--- src/hlfg_pkg.sv ---
// Package for the heat-limited fire governor.
// Holds the constants, the sequencer state type and the divider request and
// response types. It depends on nothing.
package hlfg_pkg;

  localparam int FEED_STEP = 32768;

  localparam int DIV_DIVIDEND_W = 10;
  localparam int DIV_DIVISOR_W = 5;
  localparam int DIV_STEPS = DIV_DIVIDEND_W;
  localparam int DIV_CNT_W = $clog2(DIV_STEPS);

  localparam logic [16:0] HEADROOM_MIN = 17'd20;
  localparam logic [7:0] BURST_HEADROOM = 8'd100;
  localparam logic [4:0] RATE_FAN = 5'd3;
  localparam logic [4:0] RATE_MAX = 5'd20;
  localparam logic [4:0] TEN = 5'd10;
  localparam logic [9:0] RATE_NUMER = 10'd1000;
  localparam logic [7:0] TICKS_MAX = 8'hFF;
  localparam logic [15:0] HEAT_PER_SHOT = 16'd10;
  localparam logic signed [15:0] WHEEL_LIMIT = 16'sd1000;

  typedef enum logic [3:0] {
    S_IDLE   = 4'b0001,
    S_DIVH   = 4'b0010,
    S_DIVR   = 4'b0100,
    S_FINISH = 4'b1000
  } state_t;

  typedef struct packed {
    logic                     start;
    logic [DIV_DIVIDEND_W-1:0] dividend;
    logic [DIV_DIVISOR_W-1:0]  divisor;
  } div_req_t;

  typedef struct packed {
    logic                     done;
    logic [DIV_DIVIDEND_W-1:0] quotient;
  } div_rsp_t;

endpackage

--- src/hlfg_if.sv ---
// Valid/ready channel interfaces for the input and result items of the
// heat-limited fire governor. They depend on nothing.
interface hlfg_in_if;
  logic               valid;
  logic               ready;
  logic [15:0]        heat_now;
  logic [7:0]         heat_cap;
  logic               fan_mode;
  logic               attack_held;
  logic               trigger_held;
  logic signed [15:0] left_wheel_error;
  logic signed [15:0] right_wheel_error;
  logic signed [31:0] feeder_position;

  modport source (
    output valid, heat_now, heat_cap, fan_mode, attack_held, trigger_held,
           left_wheel_error, right_wheel_error, feeder_position,
    input  ready
  );
  modport sink (
    input  valid, heat_now, heat_cap, fan_mode, attack_held, trigger_held,
           left_wheel_error, right_wheel_error, feeder_position,
    output ready
  );
endinterface

interface hlfg_out_if;
  logic               valid;
  logic               ready;
  logic [4:0]         fire_rate;
  logic               shot_made;
  logic signed [31:0] feeder_target;
  logic [15:0]        heat_after;

  modport source (
    output valid, fire_rate, shot_made, feeder_target, heat_after,
    input  ready
  );
  modport sink (
    input  valid, fire_rate, shot_made, feeder_target, heat_after,
    output ready
  );
endinterface

--- src/hlfg_divider.sv ---
// Restoring divider that produces one quotient bit per cycle.
// Depends on hlfg_pkg for widths and the request and response types.
module hlfg_divider (
  input  logic                clk,
  input  logic                rst_n,
  input  hlfg_pkg::div_req_t  req,
  output hlfg_pkg::div_rsp_t  rsp
);

  logic [hlfg_pkg::DIV_DIVISOR_W:0]    rem_r;
  logic [hlfg_pkg::DIV_DIVIDEND_W-1:0] quo_r;
  logic [hlfg_pkg::DIV_DIVISOR_W-1:0]  divisor_r;
  logic [hlfg_pkg::DIV_CNT_W-1:0]      cnt_r;
  logic                                busy_r;
  logic                                done_r;

  logic [hlfg_pkg::DIV_DIVISOR_W:0] trial;
  logic                             fits;

  assign trial = {rem_r[hlfg_pkg::DIV_DIVISOR_W-1:0], quo_r[hlfg_pkg::DIV_DIVIDEND_W-1]};
  assign fits  = trial >= {1'b0, divisor_r};

  always_ff @(posedge clk) begin
    if (!rst_n) begin
      busy_r <= 1'b0;
      done_r <= 1'b0;
      cnt_r  <= '0;
    end else begin
      done_r <= busy_r && (cnt_r == '0);
      if (req.start) begin
        busy_r <= 1'b1;
        cnt_r  <= hlfg_pkg::DIV_CNT_W'(hlfg_pkg::DIV_STEPS - 1);
      end else if (busy_r) begin
        if (cnt_r == '0) begin
          busy_r <= 1'b0;
        end
        cnt_r <= cnt_r - 1'b1;
      end
    end
  end

  always_ff @(posedge clk) begin
    if (req.start) begin
      rem_r     <= '0;
      quo_r     <= req.dividend;
      divisor_r <= req.divisor;
    end else if (busy_r) begin
      rem_r <= fits ? (trial - {1'b0, divisor_r}) : trial;
      quo_r <= {quo_r[hlfg_pkg::DIV_DIVIDEND_W-2:0], fits};
    end
  end

  assign rsp.done     = done_r;
  assign rsp.quotient = quo_r;

endmodule

--- src/heat_limited_fire_governor_unit.sv ---
// Heat-limited fire governor: one item at a time under a small sequencer.
// With heat headroom of at least 20 an item makes two 10-step passes of the
// shared divider; otherwise it goes straight to the result stage. No new item
// is taken until the last one's result is registered, which waits for out_ch.
// Synchronous active-low reset returns the sequencer to idle and clears the
// tick counter, the feeder target and the output valid flag.
module heat_limited_fire_governor_unit (
  input  logic clk,
  input  logic rst_n,
  hlfg_in_if.sink    in_ch,
  hlfg_out_if.source out_ch
);

  hlfg_pkg::state_t state_r, state_nxt;

  logic [15:0]        heat_r;
  logic [7:0]         hr_r;
  logic               hr_ok_r;
  logic               fan_r;
  logic               burst_r;
  logic               wheel_ok_r;
  logic signed [31:0] pos_r;
  logic [4:0]         rate_r;
  logic [9:0]         limit_r;
  logic [7:0]         ticks_r, ticks_nxt;
  logic signed [31:0] target_r, target_nxt;

  logic               out_valid_r;
  logic [4:0]         out_rate_r;
  logic               out_shot_r;
  logic signed [31:0] out_target_r;
  logic [15:0]        out_heat_r;

  hlfg_pkg::div_req_t div_req;
  hlfg_pkg::div_rsp_t div_rsp;

  logic               accept;
  logic               hr_ok_in;
  logic               wheels_ok_in;
  logic [4:0]         rate_sel;
  logic [7:0]         ticks_inc;
  logic [7:0]         ticks_upd;
  logic [10:0]        ticks_x5;
  logic               fire;
  logic signed [32:0] feed_gap;
  logic               near;
  logic               shot;
  logic               out_free;

  localparam logic signed [32:0] STEP_S = 33'(hlfg_pkg::FEED_STEP);

  hlfg_divider u_div (
    .clk   (clk),
    .rst_n (rst_n),
    .req   (div_req),
    .rsp   (div_rsp)
  );

  assign in_ch.ready = (state_r == hlfg_pkg::S_IDLE);
  assign accept      = in_ch.valid && in_ch.ready;
  assign out_free    = !out_valid_r || out_ch.ready;

  assign hr_ok_in = {9'd0, in_ch.heat_cap} >= ({1'b0, in_ch.heat_now} + hlfg_pkg::HEADROOM_MIN);
  assign wheels_ok_in =
    (in_ch.left_wheel_error > -hlfg_pkg::WHEEL_LIMIT) &&
    (in_ch.left_wheel_error < hlfg_pkg::WHEEL_LIMIT) &&
    (in_ch.right_wheel_error > -hlfg_pkg::WHEEL_LIMIT) &&
    (in_ch.right_wheel_error < hlfg_pkg::WHEEL_LIMIT);

  always_comb begin
    if (fan_r) begin
      rate_sel = hlfg_pkg::RATE_FAN;
    end else if (burst_r && (hr_r >= hlfg_pkg::BURST_HEADROOM)) begin
      rate_sel = hlfg_pkg::RATE_MAX;
    end else if (div_rsp.quotient > {5'd0, hlfg_pkg::RATE_MAX}) begin
      rate_sel = hlfg_pkg::RATE_MAX;
    end else begin
      rate_sel = div_rsp.quotient[4:0];
    end
  end

  always_comb begin
    div_req          = '0;
    div_req.dividend = {2'b00, hr_r};
    div_req.divisor  = hlfg_pkg::TEN;
    if (state_r == hlfg_pkg::S_IDLE) begin
      div_req.start    = accept && hr_ok_in;
      div_req.dividend = {2'b00, in_ch.heat_cap - in_ch.heat_now[7:0]};
    end else if (state_r == hlfg_pkg::S_DIVH) begin
      div_req.start    = div_rsp.done;
      div_req.dividend = hlfg_pkg::RATE_NUMER;
      div_req.divisor  = rate_sel;
    end
  end

  assign ticks_inc = (ticks_r == hlfg_pkg::TICKS_MAX) ? ticks_r : ticks_r + 8'd1;
  assign ticks_upd = wheel_ok_r ? ticks_inc : 8'd0;
  assign ticks_x5  = {1'b0, ticks_upd, 2'b00} + {3'b000, ticks_upd};
  assign fire      = ticks_x5 > {1'b0, limit_r};
  assign feed_gap  = {target_r[31], target_r} - {pos_r[31], pos_r};
  assign near      = (feed_gap < STEP_S) && (feed_gap > -STEP_S);
  assign shot      = hr_ok_r && fire && near;

  always_comb begin
    ticks_nxt  = ticks_r;
    target_nxt = target_r;
    if (hr_ok_r) begin
      ticks_nxt = fire ? 8'd0 : ticks_upd;
    end
    if (shot) begin
      target_nxt = target_r + 32'(hlfg_pkg::FEED_STEP);
    end
  end

  always_comb begin
    state_nxt = state_r;
    unique case (state_r)
      hlfg_pkg::S_IDLE: begin
        if (accept) begin
          state_nxt = hr_ok_in ? hlfg_pkg::S_DIVH : hlfg_pkg::S_FINISH;
        end
      end
      hlfg_pkg::S_DIVH: begin
        if (div_rsp.done) begin
          state_nxt = hlfg_pkg::S_DIVR;
        end
      end
      hlfg_pkg::S_DIVR: begin
        if (div_rsp.done) begin
          state_nxt = hlfg_pkg::S_FINISH;
        end
      end
      hlfg_pkg::S_FINISH: begin
        if (out_free) begin
          state_nxt = hlfg_pkg::S_IDLE;
        end
      end
      default: state_nxt = hlfg_pkg::S_IDLE;
    endcase
  end

  always_ff @(posedge clk) begin
    if (!rst_n) begin
      state_r     <= hlfg_pkg::S_IDLE;
      ticks_r     <= '0;
      target_r    <= '0;
      out_valid_r <= 1'b0;
    end else begin
      state_r <= state_nxt;
      if ((state_r == hlfg_pkg::S_FINISH) && out_free) begin
        ticks_r     <= ticks_nxt;
        target_r    <= target_nxt;
        out_valid_r <= 1'b1;
      end else if (out_valid_r && out_ch.ready) begin
        out_valid_r <= 1'b0;
      end
    end
  end

  always_ff @(posedge clk) begin
    if (accept) begin
      heat_r     <= in_ch.heat_now;
      hr_r       <= in_ch.heat_cap - in_ch.heat_now[7:0];
      hr_ok_r    <= hr_ok_in;
      fan_r      <= in_ch.fan_mode;
      burst_r    <= in_ch.trigger_held && !in_ch.attack_held;
      wheel_ok_r <= wheels_ok_in;
      pos_r      <= in_ch.feeder_position;
    end
    if ((state_r == hlfg_pkg::S_DIVH) && div_rsp.done) begin
      rate_r <= rate_sel;
    end
    if ((state_r == hlfg_pkg::S_DIVR) && div_rsp.done) begin
      limit_r <= div_rsp.quotient;
    end
    if ((state_r == hlfg_pkg::S_FINISH) && out_free) begin
      out_rate_r   <= hr_ok_r ? rate_r : 5'd0;
      out_shot_r   <= shot;
      out_target_r <= target_nxt;
      out_heat_r   <= shot ? heat_r + hlfg_pkg::HEAT_PER_SHOT : heat_r;
    end
  end

  assign out_ch.valid         = out_valid_r;
  assign out_ch.fire_rate     = out_rate_r;
  assign out_ch.shot_made     = out_shot_r;
  assign out_ch.feeder_target = out_target_r;
  assign out_ch.heat_after    = out_heat_r;

endmodule

--- src/flat_wrapper.sv ---
// flat-port wrapper written by rule: the top's interface ports become plain ports
module heat_limited_fire_governor_unit_flat 
  (clk, rst_n, in_ch_valid, in_ch_heat_now, in_ch_heat_cap, in_ch_fan_mode, in_ch_attack_held, in_ch_trigger_held, in_ch_left_wheel_error, in_ch_right_wheel_error, in_ch_feeder_position, in_ch_ready, out_ch_valid, out_ch_fire_rate, out_ch_shot_made, out_ch_feeder_target, out_ch_heat_after, out_ch_ready);
  hlfg_in_if in_ch_i ();
  hlfg_out_if out_ch_i ();
  input  logic clk;
  input  logic rst_n;
  input wire logic [$bits(in_ch_i.valid)-1:0] in_ch_valid;
  input wire logic [$bits(in_ch_i.heat_now)-1:0] in_ch_heat_now;
  input wire logic [$bits(in_ch_i.heat_cap)-1:0] in_ch_heat_cap;
  input wire logic [$bits(in_ch_i.fan_mode)-1:0] in_ch_fan_mode;
  input wire logic [$bits(in_ch_i.attack_held)-1:0] in_ch_attack_held;
  input wire logic [$bits(in_ch_i.trigger_held)-1:0] in_ch_trigger_held;
  input wire logic [$bits(in_ch_i.left_wheel_error)-1:0] in_ch_left_wheel_error;
  input wire logic [$bits(in_ch_i.right_wheel_error)-1:0] in_ch_right_wheel_error;
  input wire logic [$bits(in_ch_i.feeder_position)-1:0] in_ch_feeder_position;
  output wire logic [$bits(in_ch_i.ready)-1:0] in_ch_ready;
  output wire logic [$bits(out_ch_i.valid)-1:0] out_ch_valid;
  output wire logic [$bits(out_ch_i.fire_rate)-1:0] out_ch_fire_rate;
  output wire logic [$bits(out_ch_i.shot_made)-1:0] out_ch_shot_made;
  output wire logic [$bits(out_ch_i.feeder_target)-1:0] out_ch_feeder_target;
  output wire logic [$bits(out_ch_i.heat_after)-1:0] out_ch_heat_after;
  input wire logic [$bits(out_ch_i.ready)-1:0] out_ch_ready;
  assign in_ch_i.valid = in_ch_valid;
  assign in_ch_i.heat_now = in_ch_heat_now;
  assign in_ch_i.heat_cap = in_ch_heat_cap;
  assign in_ch_i.fan_mode = in_ch_fan_mode;
  assign in_ch_i.attack_held = in_ch_attack_held;
  assign in_ch_i.trigger_held = in_ch_trigger_held;
  assign in_ch_i.left_wheel_error = in_ch_left_wheel_error;
  assign in_ch_i.right_wheel_error = in_ch_right_wheel_error;
  assign in_ch_i.feeder_position = in_ch_feeder_position;
  assign in_ch_ready = in_ch_i.ready;
  assign out_ch_valid = out_ch_i.valid;
  assign out_ch_fire_rate = out_ch_i.fire_rate;
  assign out_ch_shot_made = out_ch_i.shot_made;
  assign out_ch_feeder_target = out_ch_i.feeder_target;
  assign out_ch_heat_after = out_ch_i.heat_after;
  assign out_ch_i.ready = out_ch_ready;
  heat_limited_fire_governor_unit u_core (.clk(clk), .rst_n(rst_n), .in_ch(in_ch_i), .out_ch(out_ch_i));
endmodule
--- config.mk ---
export PLATFORM = sky130hd
export DESIGN_NAME = heat_limited_fire_governor_unit_flat
export DESIGN_NICKNAME = d
export VERILOG_FILES = /design/src/hlfg_pkg.sv /design/src/hlfg_if.sv /design/src/hlfg_divider.sv /design/src/heat_limited_fire_governor_unit.sv /design/src/flat_wrapper.sv
export SDC_FILE = /design/constraint.sdc
export NUM_CORES = 1
export LEC_CHECK = 0
export ABC_CLOCK_PERIOD_IN_PS = 6650
export BUFFER_PORTS_ARGS = -buffer_cell sky130_fd_sc_hd__buf_2
export CAP_MARGIN = 20
export CORE_MARGIN = 3
export CORE_UTILIZATION = 58
export CTS_CLUSTER_DIAMETER = 200
export CTS_CLUSTER_SIZE = 30
export DETAILED_ROUTE_END_ITERATION = 8
export PLACE_DENSITY = 0.81
export SYNTH_ARGS = -nofsm -noshare
export SYNTH_HDL_FRONTEND = slang
export SYNTH_SLANG_ARGS = --single-unit
--- constraint.sdc ---
create_clock -name clk -period 6.65 [get_ports clk]
set_input_delay 1.33 -clock clk [delete_from_list [all_inputs] [get_ports clk]]
set_output_delay 1.33 -clock clk [all_outputs]
set_load 0.01 [all_outputs]
==> impl_summary.txt <==
----------------------------------------------------
[Worst setup path]
  Crit path max-delay family ... compound AO/OA/AOI/OAI gates
  Start point of the critical path ... u_core.ticks_r[0]$_SDFFE_PN0P_
  R2R depth ... 21
  Slowest cell delay on critical path ... 0.87 ns
  Endpoint of the worst register-to-register path ... u_core.out_ch.feeder_target[23]$_DFFE_PP_
  Kind of start point of the critical path ... flip-flop
  Cell chain of the critical path ... ha_1 -> and4_1 -> nand4_1 -> nand4_1 -> xnor2_1 -> nand2_1 -> inv_1 -> ha_1 -> a21o_1 -> a21oi_1 -> o21bai_1 -> a21oi_1 -> xnor2_1 -> ha_1 -> a21o_1 -> a211oi_1 -> nand3b_1 -> a32oi_4 -> buf_4 -> nor3_1 -> xor2_1
  Critical Path Sink Type ... flip-flop
  Crit path DAT ... 5.92 ns
  Standard cell with the maximum stage delay on the critical path ... sky130_fd_sc_hd__a32oi_4
  Reg-to-reg critical path startpoint ... u_core.ticks_r[0]$_SDFFE_PN0P_
  Slack of the worst reg-to-reg path ... 0.90 ns
  Type of the setup path with the least slack ... flip-flop to flip-flop
  Critical-path maximum fanout ... 27
  Required time at the worst-slack endpoint ... 6.81 ns
  Worst Path Buf+Inv ... 2
  Critical Path Most Common Cell ... sky130_fd_sc_hd__ha_1

[Clock network]
  Source-to-sink clock delay at the later pin of the worst-skew pair ... 0.43 ns
  Max Buffers Root-to-Sink ... 2
  Number of clock sinks ... 170
  CTS Hold Bufs ... 0
  Number of cells upsized or downsized after cts ... 0
  Clk slew on worst S/H paths ... 0.07 ns
  Clock tree from TritonCTS ... built
  Cell chosen for the clock root ... sky130_fd_sc_hd__clkbuf_16
  Num CTS Buffers ... 17
  Level count of the clock H-tree ... 4
  Post-CTS Setup Bufs ... 0

[Power and ir drop]
  Pwr dens ... approximately 200 nW/um^2
  Internal Pwr Total ... 1.80 mW
  Total Power ... ~2.4 mW
  Switching power summed over all nets ... 606 uW
  Clock power share ... 41.4%
  Maximum VDD drop ... 0.206 mV
  Switching part of the total ... 25.2%
  Gate power share ... 8.8%
  Register share of total power ... between 40% and 50%
  Static power due to leakage ... around 4.8 nW

[Cells and area]
  Diodes inserted ... 0
  Fraction of layout cells with a size suffix above 1 ... 18.9%
  Finished Core Util ... between 60% and 70%
  Post-Layout Cell Count ... 1360
  Post-synthesis to final-layout area growth ... 13.8%
  Number of nets in the finished design ... between 1k and 1.5k
  Cell area after layout ... 11700 um^2

[Timing]
  Transition time of the tightest slew-check pin ... 1.06 ns
  Setup violators final ... 0
  Share of the clock period used by the worst path after layout ... slightly below 90%
  Setup TNS Final ... 0 ns
  Slew Viols, Final ... 0
  Worst rel slew slack ... 29.1%
  Setup repair after global routing missed its margin ... false
  Setup skew after layout ... 0.0120 ns
  Crit path time final ... 5.75 ns
  Final-report hold violation count ... 0
  Highest Clock Rate ... about 170 MHz

[Die]
  Area inside the core boundary ... 17300 um^2
  Die Outline Area ... around 19000 um^2
  Effective utilization at floorplan ... a little under 60%
  I/O pin total ... 151
  Die boundary height ... 139 um
  Cell row count ... 48
  Chip width ... 139 um

[Place]
  DP Area ... 11100 um^2
  Final weighted congestion in routability-driven placement ... 0.920
  Inst Count DP ... 1328
  Count of buffers inserted at the top-level ports ... ~140
  HPWL after detailed placement ... 16.7 mm

[Yosys]
  Number of instances in the synthesized netlist ... 1000
  Share of the synthesized area in the top cell type ... 37.7%
  Number of warnings printed during yosys synthesis ... 0
  Proportion of synthesized flip-flops having asynchronous set or reset ... 0%
  Most frequent cells after synthesis ... sky130_fd_sc_hd__edfxtp_1 (129), sky130_fd_sc_hd__nand2_1 (84), sky130_fd_sc_hd__inv_1 (64)
  Count leader, synth ... sky130_fd_sc_hd__edfxtp_1
  Biggest area consumer among synthesized cells ... sky130_fd_sc_hd__edfxtp_1
  Cell area after synthesis ... slightly above 10000 um^2
  Main area contributors after synthesis ... sky130_fd_sc_hd__edfxtp_1 (38%), sky130_fd_sc_hd__dfxtp_1 (8.0%), sky130_fd_sc_hd__ha_1 (6.8%)
  Distinct cell type count of the synthesized netlist ... just over 80
  Syn Area/Cell ... slightly above 10 um^2
  Number of synthesized register bits ... 170
  Prevailing post-synth register cell ... sky130_fd_sc_hd__edfxtp_1
  Portion of the post-synthesis area used by sequential elements ... a little under half
  Post-synth EDFFs ... 129

[Global routing]
  Global-route wire length before repair ... 37.7 mm
  Remaining Overflow, GRT ... 0
  Maximum number of pins on one net before global-route repair ... 62
  GRT Resource Usage Total ... about a quarter
  Number of global-route vias before repair ... just under 8k
  Number of antenna violations at the first check in global routing ... 0

[Drt]
  Number of vias after detailed routing ... 8088
  Detailed router's first-iteration violation count ... 699
  Detail Route Antenna Nets ... 0
  DRC Markers ... 0
  Vias per inst ... 5.95
  Total length of routed wires ... 23.1 mm
  First-pass iteration count of the detailed router ... 5
  Average routed wire per standard cell ... 17.0 um

[Flow run]
  Max-cap check violation count ... 0

[Run status]
  Status ... finished, final reports clean

[Hold path]
  Worst min path class ... flip-flop to flip-flop
  Origin of the worst min-delay path ... u_core.heat_r[0]$_DFFE_PP_
  Hold-critical path endpoint ... u_core.out_ch.heat_after[0]$_DFFE_PP_
  Hold Path Cell Cnt ... 0

----------------------------------------------------
==> power by group through the flow <==
| stage | clock network, mW | logic, mW | registers (mW) |
|---|---|---|---|
| floorplan | 0 | 0.139 | 1.22 |
| global placement | 0 | 0.203 | 1.22 |
| detailed placement | 0 | 0.209 | 1.22 |
| CTS | 1.02 | 0.211 | 1.20 |
| global route | 1.06 | 0.237 | 1.20 |
| finish | 0.997 | 0.212 | 1.20 |
==> cells by family (layout without fill, tap and decap cells) <==
| group | Yosys count | after routing | synth area share, % |
|---|---|---|---|
| simple gates | 355 | 355 | 19.7 |
| compound gates | 207 | 207 | 14.1 |
| flops | 170 | 170 | 45.7 |
| buf+inv | 119 | 240 | 5.14 |
| xor+xnor | 69 | 69 | 5.88 |
| fa+ha+maj | 59 | 59 | 7.41 |
| mux | 20 | 20 | 2.06 |
| other cells | 1 | 15 | 0.0365 |
==> cells in the final DEF, fill, tap and decap left out, types with 16 or more instances in the layout <==
master	n
sky130_fd_sc_hd__a21o_1	19
sky130_fd_sc_hd__a21oi_1	42
sky130_fd_sc_hd__and3_1	18
sky130_fd_sc_hd__buf_2	135
sky130_fd_sc_hd__clkbuf_16	17
sky130_fd_sc_hd__dfxtp_1	41
sky130_fd_sc_hd__edfxtp_1	129
sky130_fd_sc_hd__ha_1	56
sky130_fd_sc_hd__inv_1	63
sky130_fd_sc_hd__nand2_1	84
sky130_fd_sc_hd__nand2b_1	25
sky130_fd_sc_hd__nand3_1	36
sky130_fd_sc_hd__nand4_1	16
sky130_fd_sc_hd__nor2_1	43
sky130_fd_sc_hd__nor2b_1	16
sky130_fd_sc_hd__nor3_1	37
sky130_fd_sc_hd__o21ai_0	39
sky130_fd_sc_hd__xnor2_1	19
sky130_fd_sc_hd__xor2_1	50
==> metal layers <==
metal | up-vias | wire length, um | GRT usage (%)
met5 | - | 0 | 0
met4 | 0 | 598 | 8.65
met3 | 45 | 1510 | 5.45
met2 | 297 | 11100 | 38.7
met1 | 3812 | 9960 | 31.5
li1 | 3934 | - | -
==> area by class of cell <==
class,count,area (um^2)
Fill cell,1329,5600
Tap cell,225,282
Sequential cell,170,4690
Multi-Input combinational cell,725,5130
Inverter,65,244
Timing Repair Buffer,143,736
Clock inverter,15,180
Clock buffer,17,425
==> worst reg2reg max path, delay by kind of cell (launching register included) <==
family | cells | cell delay, ns
adders and majority gates | 3 | 0.75
DFF | 1 | 0.43
AOI/OAI and AO/OA | 7 | 2.10
and+or+nand+nor | 6 | 1.20
xor gates and xnor gates | 3 | 0.52
buffers and inverters | 2 | 0.49
==> worst max path at each step <==
stage | endpoint | depth (start not counted)
6_report | u_core.out_ch.feeder_target[23]$_DFFE_PP_ | 21
4_1_cts | u_core.out_ch.feeder_target[23]$_DFFE_PP_ | 21
2_1_floorplan | u_core.out_ch.heat_after[3]$_DFFE_PP_ | 23
3_3_place_gp | u_core.out_ch.feeder_target[17]$_DFFE_PP_ | 23
3_5_place_dp | u_core.out_ch.feeder_target[25]$_DFFE_PP_ | 23
5_1_grt | u_core.out_ch.feeder_target[20]$_DFFE_PP_ | 22
==> sequential cells by signal, indices dropped and copies added (netlist names), 10 cells and up <==
register	count
u_core.out_ch.feeder_target	17
u_core.out_ch.heat_after	16
u_core.u_div.quo_r	10
u_core.pos_r	32
u_core.limit_r	10
u_core.heat_r	16
u_core.target_r	17
==> per-stage QoR <==
step           hold slack, ns  setup WS [ns]
2_1_floorplan           0.400           1.81
3_3_place_gp            0.403           1.27
3_5_place_dp            0.414           1.02
4_1_cts                 0.427          0.930
5_1_grt                 0.430          0.453
6_report                0.425          0.897
No activity file was read; power rests on OpenSTA's default activity.
